**src/rtl/spoq_pkg.sv**
```systemverilog
// ----------------------------------------------------------------------------
// spoq_pkg
// Shared constants, codes and types of the strict priority order queue.
// ----------------------------------------------------------------------------
package spoq_pkg;

   localparam int QUEUE_DEPTH = 64;
   localparam int NUM_LEVELS  = 4;
   localparam int STORE_SIZE  = NUM_LEVELS * QUEUE_DEPTH;

   localparam int PTR_W   = (QUEUE_DEPTH > 1) ? $clog2(QUEUE_DEPTH) : 1;
   localparam int CNT_W   = $clog2(QUEUE_DEPTH + 1);
   localparam int LVL_W   = (NUM_LEVELS > 1) ? $clog2(NUM_LEVELS) : 1;
   localparam int ADDR_W  = (STORE_SIZE > 1) ? $clog2(STORE_SIZE) : 1;
   localparam int TOTAL_W = $clog2(STORE_SIZE + 1);

   localparam int ID_W        = 16;
   localparam int ITEM_W      = 8;
   localparam int THRESH_W    = 8;
   localparam int STATUS_W    = 2;
   localparam int LEVEL_OUT_W = 2;
   localparam int TOTAL_OUT_W = 9;
   localparam int CLASS_W     = 3;

   localparam logic [THRESH_W-1:0] BULK_THRESHOLD_RESET = 8'd10;

   localparam logic FUNC_ENQUEUE = 1'b0;
   localparam logic FUNC_DEQUEUE = 1'b1;

   localparam logic [CLASS_W-1:0] LEVEL_FAVOR   = 3'd0;
   localparam logic [CLASS_W-1:0] LEVEL_BULK    = 3'd1;
   localparam logic [CLASS_W-1:0] LEVEL_FAST    = 3'd2;
   localparam logic [CLASS_W-1:0] LEVEL_REGULAR = 3'd3;

   typedef enum logic [STATUS_W-1:0] {
      STATUS_DONE  = 2'd0,
      STATUS_FULL  = 2'd1,
      STATUS_EMPTY = 2'd2
   } status_type;

   typedef struct packed {
      logic [ID_W-1:0]   order_id;
      logic [ITEM_W-1:0] item_count;
      logic              favor;
      logic              fast_shipping;
   } entry_type;

   typedef struct packed {
      logic      func;
      entry_type entry;
   } req_type;

   typedef struct packed {
      status_type         status;
      logic [LVL_W-1:0]   level;
      logic [TOTAL_W-1:0] total;
      logic               deq_hit;
   } result_meta_type;

   typedef struct packed {
      logic              wr_en;
      logic [ADDR_W-1:0] wr_addr;
      entry_type         wr_data;
      logic              rd_en;
      logic [ADDR_W-1:0] rd_addr;
   } store_cmd_type;

endpackage

```
**src/rtl/spoq_ctrl.sv**
```systemverilog
// ----------------------------------------------------------------------------
// spoq_ctrl
// Classification, priority pick and per-level head, tail and count state.
// ----------------------------------------------------------------------------
module spoq_ctrl
   import spoq_pkg::*;
(
   input  logic                clock,
   input  logic                reset,
   input  logic                csr_write_en,
   input  logic [THRESH_W-1:0] csr_write_data,
   input  logic                exec,
   input  req_type             req,
   output store_cmd_type       cmd,
   output result_meta_type     meta
);

   logic [THRESH_W-1:0] threshold_ff;
   logic [PTR_W-1:0]    head_ff  [NUM_LEVELS];
   logic [PTR_W-1:0]    head_in  [NUM_LEVELS];
   logic [PTR_W-1:0]    tail_ff  [NUM_LEVELS];
   logic [PTR_W-1:0]    tail_in  [NUM_LEVELS];
   logic [CNT_W-1:0]    count_ff [NUM_LEVELS];
   logic [CNT_W-1:0]    count_in [NUM_LEVELS];
   logic [TOTAL_W-1:0]  total_ff;
   logic [TOTAL_W-1:0]  total_in;
   logic [TOTAL_W-1:0]  count_sum;

   logic [CLASS_W-1:0]  class_raw;
   logic [LVL_W-1:0]    class_lvl;
   logic [LVL_W-1:0]    pick_lvl;
   logic                pick_found;

   function automatic logic [PTR_W-1:0] advance(input logic [PTR_W-1:0] p);
      logic [PTR_W-1:0] r;
      if (p == PTR_W'(QUEUE_DEPTH - 1)) begin
         r = '0;
      end else begin
         r = p + PTR_W'(1);
      end
      return r;
   endfunction

   function automatic logic [ADDR_W-1:0] store_addr(input logic [LVL_W-1:0] lv,
                                                    input logic [PTR_W-1:0] p);
      return ADDR_W'(lv) * ADDR_W'(QUEUE_DEPTH) + ADDR_W'(p);
   endfunction

   always_ff @(posedge clock) begin
      if (reset) begin
         threshold_ff <= BULK_THRESHOLD_RESET;
      end else if (csr_write_en) begin
         threshold_ff <= csr_write_data;
      end
   end

   always_ff @(posedge clock) begin
      if (reset) begin
         for (int i = 0; i < NUM_LEVELS; i++) begin
            head_ff[i]  <= '0;
            tail_ff[i]  <= '0;
            count_ff[i] <= '0;
         end
         total_ff <= '0;
      end else begin
         for (int i = 0; i < NUM_LEVELS; i++) begin
            head_ff[i]  <= head_in[i];
            tail_ff[i]  <= tail_in[i];
            count_ff[i] <= count_in[i];
         end
         total_ff <= total_in;
      end
   end

   // classify the order
   always_comb begin
      if (req.entry.favor) begin
         class_raw = LEVEL_FAVOR;
      end else if (req.entry.item_count >= threshold_ff) begin
         class_raw = LEVEL_BULK;
      end else if (req.entry.fast_shipping) begin
         class_raw = LEVEL_FAST;
      end else begin
         class_raw = LEVEL_REGULAR;
      end
      if (class_raw > CLASS_W'(NUM_LEVELS - 1)) begin
         class_lvl = LVL_W'(NUM_LEVELS - 1);
      end else begin
         class_lvl = LVL_W'(class_raw);
      end
   end

   // pick the highest-priority (lowest-numbered) non-empty level
   always_comb begin
      pick_lvl   = '0;
      pick_found = 1'b0;
      for (int i = NUM_LEVELS - 1; i >= 0; i--) begin
         if (count_ff[i] != '0) begin
            pick_lvl   = LVL_W'(i);
            pick_found = 1'b1;
         end
      end
   end

   always_comb begin
      for (int i = 0; i < NUM_LEVELS; i++) begin
         head_in[i]  = head_ff[i];
         tail_in[i]  = tail_ff[i];
         count_in[i] = count_ff[i];
      end
      total_in      = total_ff;
      cmd.wr_en     = 1'b0;
      cmd.wr_addr   = store_addr(class_lvl, tail_ff[class_lvl]);
      cmd.wr_data   = req.entry;
      cmd.rd_en     = 1'b0;
      cmd.rd_addr   = store_addr(pick_lvl, head_ff[pick_lvl]);
      meta.status   = STATUS_DONE;
      meta.level    = '0;
      meta.deq_hit  = 1'b0;
      if (exec) begin
         if (req.func == FUNC_ENQUEUE) begin
            meta.level = class_lvl;
            if (count_ff[class_lvl] >= CNT_W'(QUEUE_DEPTH)) begin
               meta.status = STATUS_FULL;
            end else begin
               cmd.wr_en            = 1'b1;
               tail_in[class_lvl]   = advance(tail_ff[class_lvl]);
               count_in[class_lvl]  = count_ff[class_lvl] + CNT_W'(1);
               total_in             = total_ff + TOTAL_W'(1);
            end
         end else begin
            if (!pick_found) begin
               meta.status = STATUS_EMPTY;
            end else begin
               meta.level          = pick_lvl;
               meta.deq_hit        = 1'b1;
               cmd.rd_en           = 1'b1;
               head_in[pick_lvl]   = advance(head_ff[pick_lvl]);
               count_in[pick_lvl]  = count_ff[pick_lvl] - CNT_W'(1);
               total_in            = total_ff - TOTAL_W'(1);
            end
         end
      end
      meta.total = total_in;
   end

   always_comb begin
      count_sum = '0;
      for (int i = 0; i < NUM_LEVELS; i++) begin
         count_sum = count_sum + TOTAL_W'(count_ff[i]);
      end
   end

   for (genvar g = 0; g < NUM_LEVELS; g++) begin : g_level_chk
      a_count_bound: assert property (@(posedge clock) disable iff (reset)
         count_ff[g] <= CNT_W'(QUEUE_DEPTH))
         else $error("level count above queue depth");
   end

   a_total_sum: assert property (@(posedge clock) disable iff (reset)
      total_ff == count_sum)
      else $error("running total differs from sum of level counts");

   a_empty_deq: assert property (@(posedge clock) disable iff (reset)
      exec && req.func == FUNC_DEQUEUE && total_ff == '0
      |-> meta.status == STATUS_EMPTY && !cmd.rd_en)
      else $error("dequeue with no entries did not report empty");

   a_full_no_write: assert property (@(posedge clock) disable iff (reset)
      exec && meta.status == STATUS_FULL |=> total_ff == $past(total_ff))
      else $error("dropped enqueue changed occupancy");

endmodule

```
**config.mk**
```make
export PLATFORM = sky130hd
export DESIGN_NAME = spoq_ctrl
export DESIGN_NICKNAME = d
export VERILOG_FILES = /design/src/rtl/spoq_pkg.sv /design/src/rtl/spoq_ctrl.sv
export SDC_FILE = /design/constraint.sdc
export NUM_CORES = 1
export LEC_CHECK = 0
export ABC_AREA = 0
export CORE_MARGIN = 4
export CORE_UTILIZATION = 30
export CTS_CLUSTER_DIAMETER = 50
export CTS_CLUSTER_SIZE = 16
export DETAILED_ROUTE_END_ITERATION = 6
export DONT_BUFFER_PORTS = 1
export PLACE_DENSITY = 0.49
export SLEW_MARGIN = 10
export SYNTH_ARGS = -nofsm -noshare
export SYNTH_HDL_FRONTEND = slang
export SYNTH_SLANG_ARGS = --single-unit
```
**constraint.sdc**
```tcl
create_clock -name clock -period 4.8 [get_ports clock]
set_clock_uncertainty 0.1 [all_clocks]
set_input_delay 0.24 -clock clock [delete_from_list [all_inputs] [get_ports clock]]
set_output_delay 0.24 -clock clock [all_outputs]
set_load 0.05 [all_outputs]
```
Word-level counts from Yosys, hierarchy flattened
Memory sizes are Yosys's and may differ from the RTL's. Index checks and enable logic that the tools add are counted.

$add $sub $neg: 8. Magnitude comparators: 7. Eq/ne operators: 2. Muxes and demuxes: 72. Bitwise operators: 14. Reduce and logical (&&, ||, !) cells: 6.

Operator list (count): two-way mux 24 bit (6); two-way mux 28 bit (4); two-way mux 6 bit (18); bitwise mux 28 bit (2); bitwise mux 24 bit (2); two-way mux 7 bit (6); two-way mux 9 bit (4); demux 7 bit (select 2 bit) (2); nonzero test 7 bit (4); demux 6 bit (select 2 bit) (2); two-way mux 2 bit (9); adder 8 x 6 -> 8 bit (2); two-way mux 1 bit (15); adder 6 x 1 -> 6 bit, second input constant (2); equality test 6 bit, second input constant (2); OR 1 bit (12); adder 9 x 1 -> 9 bit, second input constant (1); subtractor 9 x 1 -> 9 bit, second input constant (1); >= comparator 8 bit (1); two-way mux 4 bit (2); adder 7 x 1 -> 7 bit, second input constant (1); >= comparator 7 bit, second input constant (1); subtractor 7 x 1 -> 7 bit, second input constant (1); >= comparator 3 bit, second input constant (2); other kinds (4) (7).

Register bits after elaboration: 17. RAM bits: 76. Input bits: 39. Output and inout bits: 58. Memories kept: 3.

Memory list: count_ff (depth 4, bits a word 7, rd ports 6, clocked after memory_dff 0, write ports 4, line spoq_ctrl.sv:23) `logic [CNT_W-1:0] count_ff [NUM_LEVELS];`; head_ff (depth 4, bits a word 6, rd ports 5, clocked after memory_dff 0, write ports 4, line spoq_ctrl.sv:19) `logic [PTR_W-1:0] head_ff [NUM_LEVELS];`; tail_ff (depth 4, bits a word 6, rd ports 5, clocked after memory_dff 0, write ports 4, line spoq_ctrl.sv:21) `logic [PTR_W-1:0] tail_ff [NUM_LEVELS];`.

Logic depth before layout (Yosys ltp)
An unclocked memory read counts as a cell.

Word-level depth: 17. Depth in mapped cells: 13.

Worst setup path before layout
OpenSTA, ideal clock, no wires.

Path kind: reg2reg. From: register threshold_ff[6]. To: memory tail_ff[2][0] in the netlist's numbering. Setup time: 128 ps. Arrival: 4285 ps. Setup slack: 287 ps. Stages on the path, launching flop included: 11. Buffers on the path: 0. Clock period less this slack: 4513 ps. Cells stage by stage: dfxtp_1 > inv_1 > ha_1 > and4_1 > o21a_1 > a21oi_2 > o311ai_0 > o2111ai_1 > nor2b_1 > mux2i_1 > nor2_1.

RTL lines: from (decl) (line spoq_ctrl.sv:18) `logic [THRESH_W-1:0] threshold_ff;`; from (signal assigned) (line spoq_ctrl.sv:53) `threshold_ff <= csr_write_data;`; to (decl) (line spoq_ctrl.sv:21).

Worst setup path in the final report
From: register threshold_ff[5]. To: output meta[4] in the netlist's numbering.

Word-level cells in the longest chain between the ends: 10.

Ends and longest elaborated chain: >= comparator 8 bit * (line spoq_ctrl.sv:79) `end else if (req.entry.item_count >= threshold_ff) begin`; two-way mux 2 bit * (line spoq_ctrl.sv:79); two-way mux 2 bit * (line spoq_ctrl.sv:77) `if (req.entry.favor) begin`; greater-than comparator 3 x 2 -> 1 bit (line spoq_ctrl.sv:86) `if (class_raw > CLASS_W'(NUM_LEVELS - 1)) begin`; two-way mux 2 bit * (line spoq_ctrl.sv:86); memory (4 x 7 bit) *; >= comparator 7 bit * (line spoq_ctrl.sv:123) `if (count_ff[class_lvl] >= CNT_W'(QUEUE_DEPTH)) begin`; two-way mux 9 bit * (line spoq_ctrl.sv:123); two-way mux 9 bit * (line spoq_ctrl.sv:121) `if (req.func == FUNC_ENQUEUE) begin`; two-way mux 9 bit * (line spoq_ctrl.sv:120) `if (exec) begin`; to (decl) (line spoq_ctrl.sv:15) `output result_meta_type meta`.

Every way passes the cells marked *; elsewhere a longest branch is shown, timed or not.

==> impl_results.md <==
* Power density over the cells at 772.6 nW/um^2
* Hold_buf cts at 17
* Int Power at 2.354 mW
* IO buf count at 0
* Post-synth top flop: dfxtp_1
* Layout Nets at 827
* Post-Syn Instances at 779
* First-pass GRT wire length at 33050 um
* Starting Density at 30.65%
* Total wire length at 20770 um
* Area growth, synth to finish at 10.53%
* Post-synth EDFFs at 0
* Ys async rst share at 0%
* Main combinational cell family by area after synthesis: compound AO/OA/AOI/OAI gates
* DR iter-0 viols at 565
* Final core utilization at 33.87%
* Pin count of the biggest net entering global routing at 65
* Final GP Congestion at 0.9373
* Vias at 5839
* DRC viols at 0
* Crit path from: threshold_ff[5]
* Cell area after placement at 6421 um^2
* Core box area at 20360 um^2
* Final-report hold violation count at 0
* Post-route cell area at 6898 um^2
* Tot GR Track Use at 17.72%
* CP arrival at 3.67 ns
* Psw at 2.976 mW
* Antenna cells at 0
* Wire length per cell at 19.85 um
* Critical path endpoint category: output pin
* Commonest non-fill, non-tap cell in the layout: dfxtp_1
* Most frequent cells in the layout: dfxtp_1, nand2_1, nor2_1
* Antenna Nets Post-Route at 0
* Mux contribution to synthesized area at 2.747%
* WS Path Type: flip-flop to output pin
* Root Driver: clkbuf_16
* Synth Net Count at 833
* DR vias/cell at 5.582
* Post-synthesis adder-cell area fraction at 3.007%
* Clk sinks at 93
* Synth Area in XOR/XNOR at 3.348%
* DRT Pass-1 Iters at 5
* Reg2Reg Depth at 10
* H-tree Lvls at 3
* Slew margin rel. at 22.41%
* Max Cap Viol at 0
* Reg-to-Reg End: count_ff[2][6]
* Leak at 2.407 nW
* RSZ-0062 raised after global routing: no
* Initial antenna violation count at 0
* Num CTS Buffers at 9
* Run status: completed
* Clock slew at reported path FFs at 0.07 ns
* Compound-cell area share of the yosys netlist at 29.45%
* Setup Viol. Count Final at 0
* Max Slew Vio Count at 0
* Switch share at 55.84%
* Clock share of power at 13.5%
* Final Cycle Share at 83.48%
* Post-CTS resize count at 0
* Worst vdd ir at 0.0005258 V
* Number of setup buffers added after CTS at 0
* Worst setup SP type: flip-flop
* Mapped Area at 6241 um^2
* Share of layout cells above drive strength 1 at 11.21%
* Sequential fraction of design power at 19.7%
* Worst Path Max Fanout at 28
* Worst reg2reg setup slack at 0.93 ns
* Number of global-route vias before repair at 5588
* Power share of the combinational group at 66.8%
* Worst hold path type: input pin to flip-flop
* Sum Neg Setup Slack at 0 ns
* CTS tree: done
* Worst slew pin tran at 1.156 ns
* Hpwl dp at 15250 um
* Reg-to-Reg Start: threshold_ff[5]
* Max Fclk at 249.6 MHz
* Skew-Pair Late Insertion Delay at 0.35 ns
* Die Span Y at 152.2 um
* Die area at 23180 um^2
* Synth Area in Simple Gates at 23.72%
* Num rows at 52
* Distinct cells, synth at 88
* Sequential share of the synthesized area at 29.83%
* Min cycle time layout at 4.007 ns
* Worst Path Required at 4.46 ns
* Total gr overflow at 0
* Critical Path Sink: meta[4]
* CTS Buffer Depth at 2
* IO Pins at 97
* Avg Inst Size Synth at 8.012 um^2
* Die W at 152.2 um
* Yosys reg bits at 93
* Synthesis warning total at 0
==> cell families (layout without fill, tap and decap cells) <==
logic type | count (synthesis) | after routing
AND/OR/NAND/NOR | 289 | 289
AO/OA/AOI/OAI | 248 | 248
XOR/XNOR | 23 | 23
flip-flops | 93 | 93
adder cells (fa/ha/maj) | 15 | 15
buffers and inverters | 94 | 91
multiplexers | 17 | 17
==> final cells by class <==
type / count / area, um^2
Clock buffer: 10 / 239.0
Clock inverter: 4 / 50.05
Fill cell: 2170 / 13470
Inverter: 35 / 131.4
Multi-Input combinational cell: 592 / 3902
Sequential cell: 93 / 1862
Tap cell: 270 / 337.8
Timing Repair Buffer: 42 / 375.4
==> cells in the mapped netlist (all sizes together), types with 5 or more instances <==
master / number / area (um^2)
dfxtp: 93 / 1862
nand2: 87 / 331.6
nor2: 63 / 251.5
a21oi: 56 / 306.5
nand3: 50 / 255.3
o21ai: 49 / 267.8
buf: 38 / 282.8
inv: 34 / 127.6
nor3: 24 / 135.1
clkbuf: 21 / 78.83
a211oi: 20 / 172.7
mux2i: 16 / 160.2
a22oi: 15 / 112.6
and2: 15 / 96.34
ha: 15 / 187.7
xnor2: 15 / 138.9
nor4: 10 / 113.9
o211ai: 10 / 75.07
o22ai: 10 / 62.56
a21boi: 9 / 67.57
a221oi: 8 / 76.32
a31oi: 8 / 65.06
nor2b: 8 / 57.55
o21a: 8 / 60.06
o31ai: 8 / 60.06
xor2: 8 / 70.07
a2111oi: 6 / 77.57
a2bb2oi: 6 / 52.55
a311oi: 5 / 43.79
nand3b: 5 / 50.05
nand4: 5 / 31.28
or3: 5 / 31.28
==> critical path, stage by stage, from the launching register on <==
cell	delay (ns)
dfxtp_1	0.33
inv_1	0.04
ha_1	0.29
a211o_1	0.35
a21oi_4	0.23
o21ai_2	0.18
a211o_2	0.47
a31oi_4	0.72
o21ai_0	0.26
xnor2_1	0.20
buf_4	0.22
==> metrics by stage <==
step	power (mW)	worst slack [ns]	hold slack [ns]	instances
5_1_grt	5.645	0.5237	0.06100	1046
6_report	5.330	0.7931	0.03466	1046
2_1_floorplan	3.794	0.2871	0.2704	779
3_3_place_gp	4.586	0.9552	0.2142	1015
4_1_cts	5.336	0.7691	0.01780	1046
3_5_place_dp	4.569	0.9731	0.2140	1015
==> worst min path at each step <==
stage | slack (ns) | cells past startpoint | from | endpoint
6_report | 0.03 | 2 | exec | count_ff[0][6]
5_1_grt | 0.06 | 2 | exec | total_ff[1]
4_1_cts | 0.02 | 2 | exec | count_ff[0][6]
3_5_place_dp | 0.21 | 1 | reset | tail_ff[2][5]
3_3_place_gp | 0.21 | 1 | reset | tail_ff[2][5]
2_1_floorplan | 0.27 | 2 | csr_write_data[1] | threshold_ff[1]
==> per-layer routing <==
metal	track usage [%]	vias to the layer above	wire length, um
met2	26.61	216	8984
met5	0	-	0
li1	-	2849	-
met4	6.336	0	546
met3	4.090	31	1433
met1	24.87	2743	9799
==> registers in the layout, indices dropped and copies added, names as in the netlist <==
name and count:
count_ff 28, head_ff 24, tail_ff 24, threshold_ff 8, total_ff 9
==> power groups by stage <==
stage,Clock [mW],Combinational [mW],Sequential (mW)
floorplan,0,2.79,1.00
global placement,0,3.52,1.06
detailed placement,0,3.51,1.06
CTS,0.744,3.55,1.04
global route,0.772,3.81,1.06
finish,0.722,3.56,1.05
No activity file was read; power rests on OpenSTA's default activity.
